### src/design/scmc_pkg.sv
// ----------------------------------------------------------------------------
// scmc_pkg
// shared types, constants and the soundex digit lookup
// ----------------------------------------------------------------------------
package scmc_pkg;

  localparam int CODE_LEN   = 4;
  localparam int NDIG       = CODE_LEN - 1;
  localparam int COUNT_BITS = 16;
  localparam int CHAR_W     = 8;
  localparam int DIGIT_W    = 3;
  localparam int OUT_W      = 16;
  localparam int FILL_W     = $clog2(NDIG + 1);
  localparam int Q_DEPTH    = 4;
  localparam int Q_PTR_W    = $clog2(Q_DEPTH);
  localparam int Q_CNT_W    = $clog2(Q_DEPTH + 1);
  localparam int CFG_IDX_W  = 2;
  localparam int CFG_DATA_W = 8;

  // register indexes
  localparam logic [CFG_IDX_W-1:0] REG_FIRST_CHAR  = 2'd0;
  localparam logic [CFG_IDX_W-1:0] REG_DIGIT_ONE   = 2'd1;
  localparam logic [CFG_IDX_W-1:0] REG_DIGIT_TWO   = 2'd2;
  localparam logic [CFG_IDX_W-1:0] REG_DIGIT_THREE = 2'd3;

  localparam logic [CHAR_W-1:0] CHAR_COMMA = 8'h2c;
  localparam logic [CHAR_W-1:0] CHAR_SPACE = 8'h20;
  localparam logic [CHAR_W-1:0] CHAR_DOT   = 8'h2e;
  localparam logic [CHAR_W-1:0] CHAR_LC_A  = 8'h61;
  localparam logic [CHAR_W-1:0] CHAR_LC_Z  = 8'h7a;
  localparam logic [CHAR_W-1:0] CASE_GAP   = 8'h20;

  // classified byte passed from front to back
  typedef struct packed {
    logic                last;
    logic                split;
    logic [CHAR_W-1:0]   letter;
    logic [DIGIT_W-1:0]  digit;
  } scmc_item_t;

  typedef logic [NDIG-1:0][DIGIT_W-1:0] digits_t;

  function automatic logic [DIGIT_W-1:0] digit_of(input logic [CHAR_W-1:0] c);
    logic [DIGIT_W-1:0] d;
    case (c)
      "b", "f", "p", "v":                     d = 3'd1;
      "c", "g", "j", "k", "q", "s", "x", "z": d = 3'd2;
      "d", "t":                               d = 3'd3;
      "l":                                    d = 3'd4;
      "m", "n":                               d = 3'd5;
      "r":                                    d = 3'd6;
      default:                                d = 3'd0;
    endcase
    return d;
  endfunction

endpackage

### src/design/scmc_front.sv
// ----------------------------------------------------------------------------
// scmc_front
// takes text bytes, classifies them and registers one item for the queue
// ----------------------------------------------------------------------------
module scmc_front (
  input  logic                        clk,
  input  logic                        rst,
  input  logic                        in_valid,
  output logic                        in_ready,
  input  logic [scmc_pkg::CHAR_W-1:0] in_char,
  input  logic                        in_last,
  output logic                        push,
  input  logic                        push_ready,
  output scmc_pkg::scmc_item_t        push_item
);
  import scmc_pkg::*;

  logic       vld;
  scmc_item_t item;
  scmc_item_t item_next;
  logic       is_lower;

  assign is_lower = (in_char >= CHAR_LC_A) && (in_char <= CHAR_LC_Z);

  always_comb begin
    item_next.last   = in_last;
    item_next.split  = (in_char == CHAR_COMMA) || (in_char == CHAR_SPACE) ||
                       (in_char == CHAR_DOT);
    item_next.letter = is_lower ? (in_char - CASE_GAP) : in_char;
    item_next.digit  = digit_of(in_char);
  end

  assign in_ready  = !vld || push_ready;
  assign push      = vld;
  assign push_item = item;

  always_ff @(posedge clk) begin
    if (rst) begin
      vld <= 1'b0;
    end else if (in_valid && in_ready) begin
      vld <= 1'b1;
    end else if (push_ready) begin
      vld <= 1'b0;
    end
  end

  always_ff @(posedge clk) begin
    if (in_valid && in_ready) begin
      item <= item_next;
    end
  end

endmodule

### src/design/scmc_queue.sv
// ----------------------------------------------------------------------------
// scmc_queue
// small register queue between the classifier and the token logic
// ----------------------------------------------------------------------------
module scmc_queue (
  input  logic                 clk,
  input  logic                 rst,
  input  logic                 push,
  output logic                 push_ready,
  input  scmc_pkg::scmc_item_t push_item,
  output logic                 pop_valid,
  input  logic                 pop,
  output scmc_pkg::scmc_item_t pop_item
);
  import scmc_pkg::*;

  scmc_item_t             slots [Q_DEPTH];
  logic [Q_PTR_W-1:0]     wr_ptr;
  logic [Q_PTR_W-1:0]     rd_ptr;
  logic [Q_CNT_W-1:0]     fill;
  logic                   do_push;
  logic                   do_pop;

  assign push_ready = (fill != Q_CNT_W'(Q_DEPTH));
  assign pop_valid  = (fill != '0);
  assign pop_item   = slots[rd_ptr];
  assign do_push    = push && push_ready;
  assign do_pop     = pop && pop_valid;

  always_ff @(posedge clk) begin
    if (rst) begin
      wr_ptr <= '0;
      rd_ptr <= '0;
      fill   <= '0;
    end else begin
      if (do_push) begin
        wr_ptr <= wr_ptr + 1'b1;
      end
      if (do_pop) begin
        rd_ptr <= rd_ptr + 1'b1;
      end
      case ({do_push, do_pop})
        2'b10:   fill <= fill + 1'b1;
        2'b01:   fill <= fill - 1'b1;
        default: fill <= fill;
      endcase
    end
  end

  always_ff @(posedge clk) begin
    if (do_push) begin
      slots[wr_ptr] <= push_item;
    end
  end

endmodule

### src/design/scmc_back.sv
// ----------------------------------------------------------------------------
// scmc_back
// token state, soundex code build, target compare, match count and result
// ----------------------------------------------------------------------------
module scmc_back (
  input  logic                            clk,
  input  logic                            rst,
  input  logic                            cfg_we,
  input  logic [scmc_pkg::CFG_IDX_W-1:0]  cfg_index,
  input  logic [scmc_pkg::CFG_DATA_W-1:0] cfg_data,
  input  logic                            item_valid,
  output logic                            item_pop,
  input  scmc_pkg::scmc_item_t            item,
  output logic                            out_valid,
  input  logic                            out_ready,
  output logic [scmc_pkg::OUT_W-1:0]      out_count
);
  import scmc_pkg::*;

  localparam logic [COUNT_BITS-1:0] COUNT_MAX = '1;

  // target code
  logic [CHAR_W-1:0]     tgt_first;
  digits_t               tgt_digits;

  // token state
  logic                  inside_token;
  logic [FILL_W-1:0]     code_fill;
  logic [CHAR_W-1:0]     token_letter;
  digits_t               token_digits;
  logic [DIGIT_W-1:0]    previous_code;
  logic [COUNT_BITS-1:0] match_total;

  logic                  inside_next;
  logic [FILL_W-1:0]     fill_next;
  logic [CHAR_W-1:0]     letter_next;
  digits_t               digits_next;
  logic [DIGIT_W-1:0]    prev_next;
  logic [COUNT_BITS-1:0] match_total_next;
  logic                  close_now;
  logic                  hit;
  logic                  take;

  always_ff @(posedge clk) begin
    if (rst) begin
      tgt_first  <= '0;
      tgt_digits <= '0;
    end else if (cfg_we) begin
      case (cfg_index)
        REG_FIRST_CHAR:  tgt_first     <= cfg_data;
        REG_DIGIT_ONE:   tgt_digits[0] <= cfg_data[DIGIT_W-1:0];
        REG_DIGIT_TWO:   tgt_digits[1] <= cfg_data[DIGIT_W-1:0];
        REG_DIGIT_THREE: tgt_digits[2] <= cfg_data[DIGIT_W-1:0];
        default:         tgt_first     <= tgt_first;
      endcase
    end
  end

  // a last item needs the result register free, others pass regardless
  assign item_pop = item_valid && (!item.last || !out_valid || out_ready);
  assign take     = item_pop;

  always_comb begin
    inside_next = inside_token;
    fill_next   = code_fill;
    letter_next = token_letter;
    digits_next = token_digits;
    prev_next   = previous_code;
    if (item.split) begin
      inside_next = 1'b0;
    end else if (!inside_token) begin
      inside_next = 1'b1;
      letter_next = item.letter;
      fill_next   = '0;
      digits_next = '0;
      prev_next   = item.digit;
    end else if (code_fill < FILL_W'(NDIG)) begin
      if ((item.digit != '0) && (item.digit != previous_code)) begin
        digits_next[code_fill] = item.digit;
        fill_next              = code_fill + 1'b1;
      end
      prev_next = item.digit;
    end
    // the end byte also finishes a token it opened or extended
    close_now        = (item.split && inside_token) || (item.last && inside_next);
    hit              = close_now && (letter_next == tgt_first) &&
                       (digits_next == tgt_digits);
    match_total_next = match_total + COUNT_BITS'(hit && (match_total != COUNT_MAX));
  end

  always_ff @(posedge clk) begin
    if (rst) begin
      inside_token <= 1'b0;
      code_fill    <= '0;
      match_total  <= '0;
      out_valid    <= 1'b0;
    end else begin
      if (take && item.last) begin
        out_valid <= 1'b1;
      end else if (out_ready) begin
        out_valid <= 1'b0;
      end
      if (take) begin
        if (item.last) begin
          inside_token <= 1'b0;
          code_fill    <= '0;
          match_total  <= '0;
        end else begin
          inside_token <= inside_next;
          code_fill    <= fill_next;
          match_total  <= match_total_next;
        end
      end
    end
  end

  always_ff @(posedge clk) begin
    if (take) begin
      token_letter  <= letter_next;
      token_digits  <= digits_next;
      previous_code <= prev_next;
      if (item.last) begin
        out_count <= OUT_W'(match_total_next);
      end
    end
  end

endmodule

### src/design/soundex_token_match_counter_unit.sv
// ----------------------------------------------------------------------------
// soundex_token_match_counter_unit
// counts tokens of a byte stream whose 4-character soundex code hits a target
// ----------------------------------------------------------------------------
// Takes one text byte per cycle while the queue has room; ',', space and '.'
// split tokens, and the byte with tlast closes the text and yields one beat
// with the saturating match count, after which the count starts over at
// zero. A byte goes through the classifier register, a 4-entry queue and
// the token stage; the queue lets the classifier keep taking bytes while a
// count beat waits on m_tready, and only the next tlast byte waits for the
// result register. The user must write the target registers only while
// idle, through cfg_we/cfg_index/cfg_data; the block does not enforce it.
module soundex_token_match_counter_unit (
  input  logic                            clk,
  input  logic                            rst,
  input  logic                            cfg_we,
  input  logic [scmc_pkg::CFG_IDX_W-1:0]  cfg_index,
  input  logic [scmc_pkg::CFG_DATA_W-1:0] cfg_data,
  input  logic                            s_tvalid,
  output logic                            s_tready,
  input  logic [7:0]                      s_tdata,   // [7:0] text_char
  input  logic                            s_tlast,   // end_of_text
  output logic                            m_tvalid,
  input  logic                            m_tready,
  output logic [15:0]                     m_tdata    // [15:0] match_count
);
  import scmc_pkg::*;

  logic       push;
  logic       push_ready;
  scmc_item_t push_item;
  logic       pop_valid;
  logic       pop;
  scmc_item_t pop_item;

  scmc_front u_front (
    .clk        (clk),
    .rst        (rst),
    .in_valid   (s_tvalid),
    .in_ready   (s_tready),
    .in_char    (s_tdata),
    .in_last    (s_tlast),
    .push       (push),
    .push_ready (push_ready),
    .push_item  (push_item)
  );

  scmc_queue u_queue (
    .clk        (clk),
    .rst        (rst),
    .push       (push),
    .push_ready (push_ready),
    .push_item  (push_item),
    .pop_valid  (pop_valid),
    .pop        (pop),
    .pop_item   (pop_item)
  );

  scmc_back u_back (
    .clk        (clk),
    .rst        (rst),
    .cfg_we     (cfg_we),
    .cfg_index  (cfg_index),
    .cfg_data   (cfg_data),
    .item_valid (pop_valid),
    .item_pop   (pop),
    .item       (pop_item),
    .out_valid  (m_tvalid),
    .out_ready  (m_tready),
    .out_count  (m_tdata)
  );

endmodule

### config.mk
export PLATFORM = sky130hd
export DESIGN_NAME = soundex_token_match_counter_unit
export DESIGN_NICKNAME = d
export VERILOG_FILES = /design/src/design/scmc_pkg.sv /design/src/design/scmc_front.sv /design/src/design/scmc_queue.sv /design/src/design/scmc_back.sv /design/src/design/soundex_token_match_counter_unit.sv
export SDC_FILE = /design/constraint.sdc
export NUM_CORES = 1
export LEC_CHECK = 0
export ABC_AREA = 1
export BUFFER_PORTS_ARGS = -buffer_cell sky130_fd_sc_hd__clkbuf_2
export CORE_ASPECT_RATIO = 2
export CORE_MARGIN = 2
export CORE_UTILIZATION = 50
export DETAILED_ROUTE_END_ITERATION = 10
export PLACE_DENSITY = 0.75
export SLEW_MARGIN = 20
export SYNTH_ARGS = -nofsm -noshare
export SYNTH_HDL_FRONTEND = slang
export SYNTH_SLANG_ARGS = --single-unit
### constraint.sdc
create_clock -name clk -period 4 [get_ports clk]
set_clock_uncertainty 0.1 [all_clocks]
set_input_delay 0.2 -clock clk [delete_from_list [all_inputs] [get_ports clk]]
set_output_delay 0.2 -clock clk [all_outputs]
set_load 0.01 [all_outputs]
==> impl_metrics.tcl <==
set metrics [dict create \
    first_pass_iters 5 \
    p_leak_nw 3.603 \
    syn_to_final_growth_pct 22.14 \
    reg2reg_depth 29 \
    placedCellCount 942 \
    vias_per_cell 5.263 \
    async_flop_share 0 \
    crit_fanout 10 \
    min_path_cells 3 \
    grt_max_degree 47 \
    drc_errors 0 \
    core.rowCount 61 \
    drtAntennaViolNets 0 \
    start_util 0.5081 \
    die_w_um 87.55 \
    netlist_area_sq_um 6980 \
    synth-main-ff-cell "edfxtp_1" \
    cpPeakStageDelay_ns 0.39 \
    grt-ovfl-total 0 \
    arrival_ns 4.15 \
    crit_required_ns 4.23 \
    post-route-cell-area_sq_um 8526 \
    worstMarginPinSlew_ns 0.9906 \
    fin_hold_ws_ns 0.003628 \
    gp_congestion 0.8604 \
    met1_length_mm 6.415 \
    totalWireLength_mm 15.37 \
    synth_nets 789 \
    h-tree-depth 4 \
    cts_buffers 17 \
    drive_gt1_frac 0.2079 \
    vias 5331 \
    highest_layer "met4" \
    clock-sinks 148 \
    fill_cells 1096 \
    hold_viol 0 \
    ir_drop_mv 0.5918 \
    wl_met2_mm 7.990 \
    portBuffers 41 \
    report.final.slew_viol_count 0 \
    max_freq_ghz 0.2546 \
    path_clk_slew_ns 0.06 \
    synth_seq_cells 148 \
    ys_types 40 \
    cp_common_cell "nand2_1" \
    fin_nets 883 \
    seqCellArea_sq_um 3979 \
    diodes 0 \
    fin_cells 1013 \
    multi_input_area_sq_um 2701 \
    die_h_um 171.1 \
    yosysSeqAreaShare 0.5693 \
    slowest_stage "dfxtp_4" \
    start_kind "flop" \
    cts_tree "built" \
    dieArea_sq_um 14980 \
    synth_edf_count 101 \
    place_area_sq_um 7350 \
    grt_usage 0.2012 \
    met3_length_um 455 \
    path_class "flop to flop" \
    rsz0062_at_grt "true" \
    ios 42 \
    status "finished, final reports clean" \
    fin_crit_sh 0.9818 \
    hpwl_mm 9.727 \
    core_area_sq_um 13740 \
    grt_pass1_vias 5145 \
    layout_min_cycle_time_ns 3.927 \
    syn-instance-count 750 \
    wl_per_cell_um 15.17 \
    relSlewSlack 0.3396 \
    drt_iter0_drc 376 \
    syn_avg_cell_area_sq_um 9.307 \
    power_density_nw_per_um2 712.5 \
    grt_pass1_wl_mm 23.38 \
    reg2reg_slack_ns 0.07 \
    reg2reg_to "u_back.match_total[15]" \
    cts_buffer_depth 2 \
    hold_start "s_tdata[6]" \
    cp-end-kind "flop" \
    cap_violations 0 \
    yosysWarnings 0 \
    clock_latency_ns 0.42 \
    setup_viol 0 \
    cts-root-buf "clkbuf_16" \
    hold_class "input pin to flop" \
    hold_end "u_front.push_item[9]" \
    antenna_found_initial 0 \
]
per-stage QoR:
stage	util	setup TNS [ns]	total power [mW]	setup slack, ns
floorplan	-	0	3.735	0.8414
global placement	0.5350	0	4.131	0.2316
detailed placement	0.5350	0	4.199	0.07911
CTS	0.5883	0	5.666	0.008309
global route	0.6206	-0.5866	6.473	-0.1973
finish	0.6206	0	6.075	0.07262
cell usage in the layout (no fill, tap or decap), types with 4 or more instances in the layout:
| cell | count |
|---|---|
| nor3_1 | 8 |
| a21oi_1 | 36 |
| inv_1 | 91 |
| xor2_1 | 10 |
| dlygate4sd3_1 | 19 |
| nor2_4 | 4 |
| nand2_2 | 27 |
| ha_1 | 13 |
| dfxtp_1 | 45 |
| nand3_4 | 7 |
| nand3b_1 | 8 |
| nor2_2 | 4 |
| buf_4 | 24 |
| nand2_1 | 195 |
| nand3_2 | 5 |
| clkinv_4 | 4 |
| nand3_1 | 31 |
| nand4_1 | 16 |
| nor2_1 | 60 |
| a211oi_1 | 12 |
| o21ai_0 | 11 |
| edfxtp_1 | 101 |
| clkbuf_2 | 41 |
| clkinv_1 | 4 |
| inv_2 | 10 |
| clkbuf_16 | 20 |
| nand2_4 | 9 |
cell families (layout without fill, tap and decap cells):
group / Yosys count / count (layout) / share of synthesized area
xor gates and xnor gates: 14 / 14 / 0.01756
buffers and inverters: 121 / 225 / 0.07492
AOI/OAI and AO/OA: 72 / 72 / 0.06184
adders and majority gates: 15 / 15 / 0.02796
DFF: 148 / 148 / 0.5693
and+or+nand+nor: 380 / 382 / 0.2484
state kept, by name, indices dropped and copies added (netlist names), named ones only:
signal                count
u_back.inside_token       1
u_back.out_count         16
u_queue.slots            52
u_queue.fill              3
u_back.previous_code      3
u_back.tgt_digits         9
u_back.tgt_first          8
u_back.token_digits       9
u_back.token_letter       8
u_back.out_valid          1
u_front.push              1
u_queue.rd_ptr            2
u_front.push_item        13
u_back.code_fill          2
u_queue.wr_ptr            2
u_back.match_total       16
worst max-delay path, delay by kind of cell, from the launching register on:
| kind | cells | cell delay (ns) |
|---|---|---|
| AND/OR/NAND/NOR | 20 | 2.18 |
| buffers and inverters | 6 | 0.59 |
| flip-flops | 1 | 0.39 |
| XOR/XNOR | 1 | 0.21 |
| adder cells (fa/ha/maj) | 1 | 0.20 |
| AO/OA/AOI/OAI | 1 | 0.16 |
worst max-delay path by stage:
| stage | to | start | depth (start not counted) |
|---|---|---|---|
| after floorplan | u_back.out_count[15] | flop | 30 |
| after global placement | u_back.match_total[15] | flop | 30 |
| after detailed placement | u_back.match_total[15] | flop | 30 |
| after CTS | u_back.match_total[15] | flop | 30 |
| after global routing | u_back.match_total[15] | flop | 30 |
| final | u_back.match_total[15] | flop | 29 |
synthesized netlist by cell type, types with 10 or more instances:
master,n,area (sq um)
a211oi_1,12,90.09
a21oi_1,37,185.2
dfxtp_1,47,940.9
edfxtp_1,101,3033
ha_1,14,175.2
inv_1,94,352.8
nand2_1,211,792.0
nand2_2,15,93.84
nand3_1,36,180.2
nand4_1,16,100.1
nor2_1,65,244.0
o21ai_0,11,55.05
xor2_1,10,87.58
routing by layer:
metal / up-vias / global-route usage
li1: 2654 / -
met1: 2526 / 0.2421
met2: 113 / 0.3396
met3: 38 / 0.04149
met4: 0 / 0.09298
met5: - / 0
timing repair:
action                                 CTS  global route
setup buffers                            0            16
gates resized for setup                  0            58
endpoints found under the hold margin   19             0
setup endpoints to repair                0            14
hold buffers                            19             0
where the power goes:
group / leakage (nW) / total [mW] / switching [mW] / internal (mW)
Clock: 0.255 / 1.45 / 0.602 / 0.848
Sequential: 1.34 / 2.16 / 0.123 / 2.04
Combinational: 2.01 / 2.46 / 1.60 / 0.869
Total: 3.60 / 6.07 / 2.32 / 3.75
area by class of cell:
type | count | area share
Clock inverter | 13 | 0.01321
Multi-Input combinational cell | 483 | 0.3168
Sequential cell | 148 | 0.4667
Inverter | 104 | 0.04755
Timing Repair Buffer | 90 | 0.08233
Clock buffer | 18 | 0.05034
Tap cell | 157 | 0.02304
Note: power is estimated with default switching activity, not from simulation.
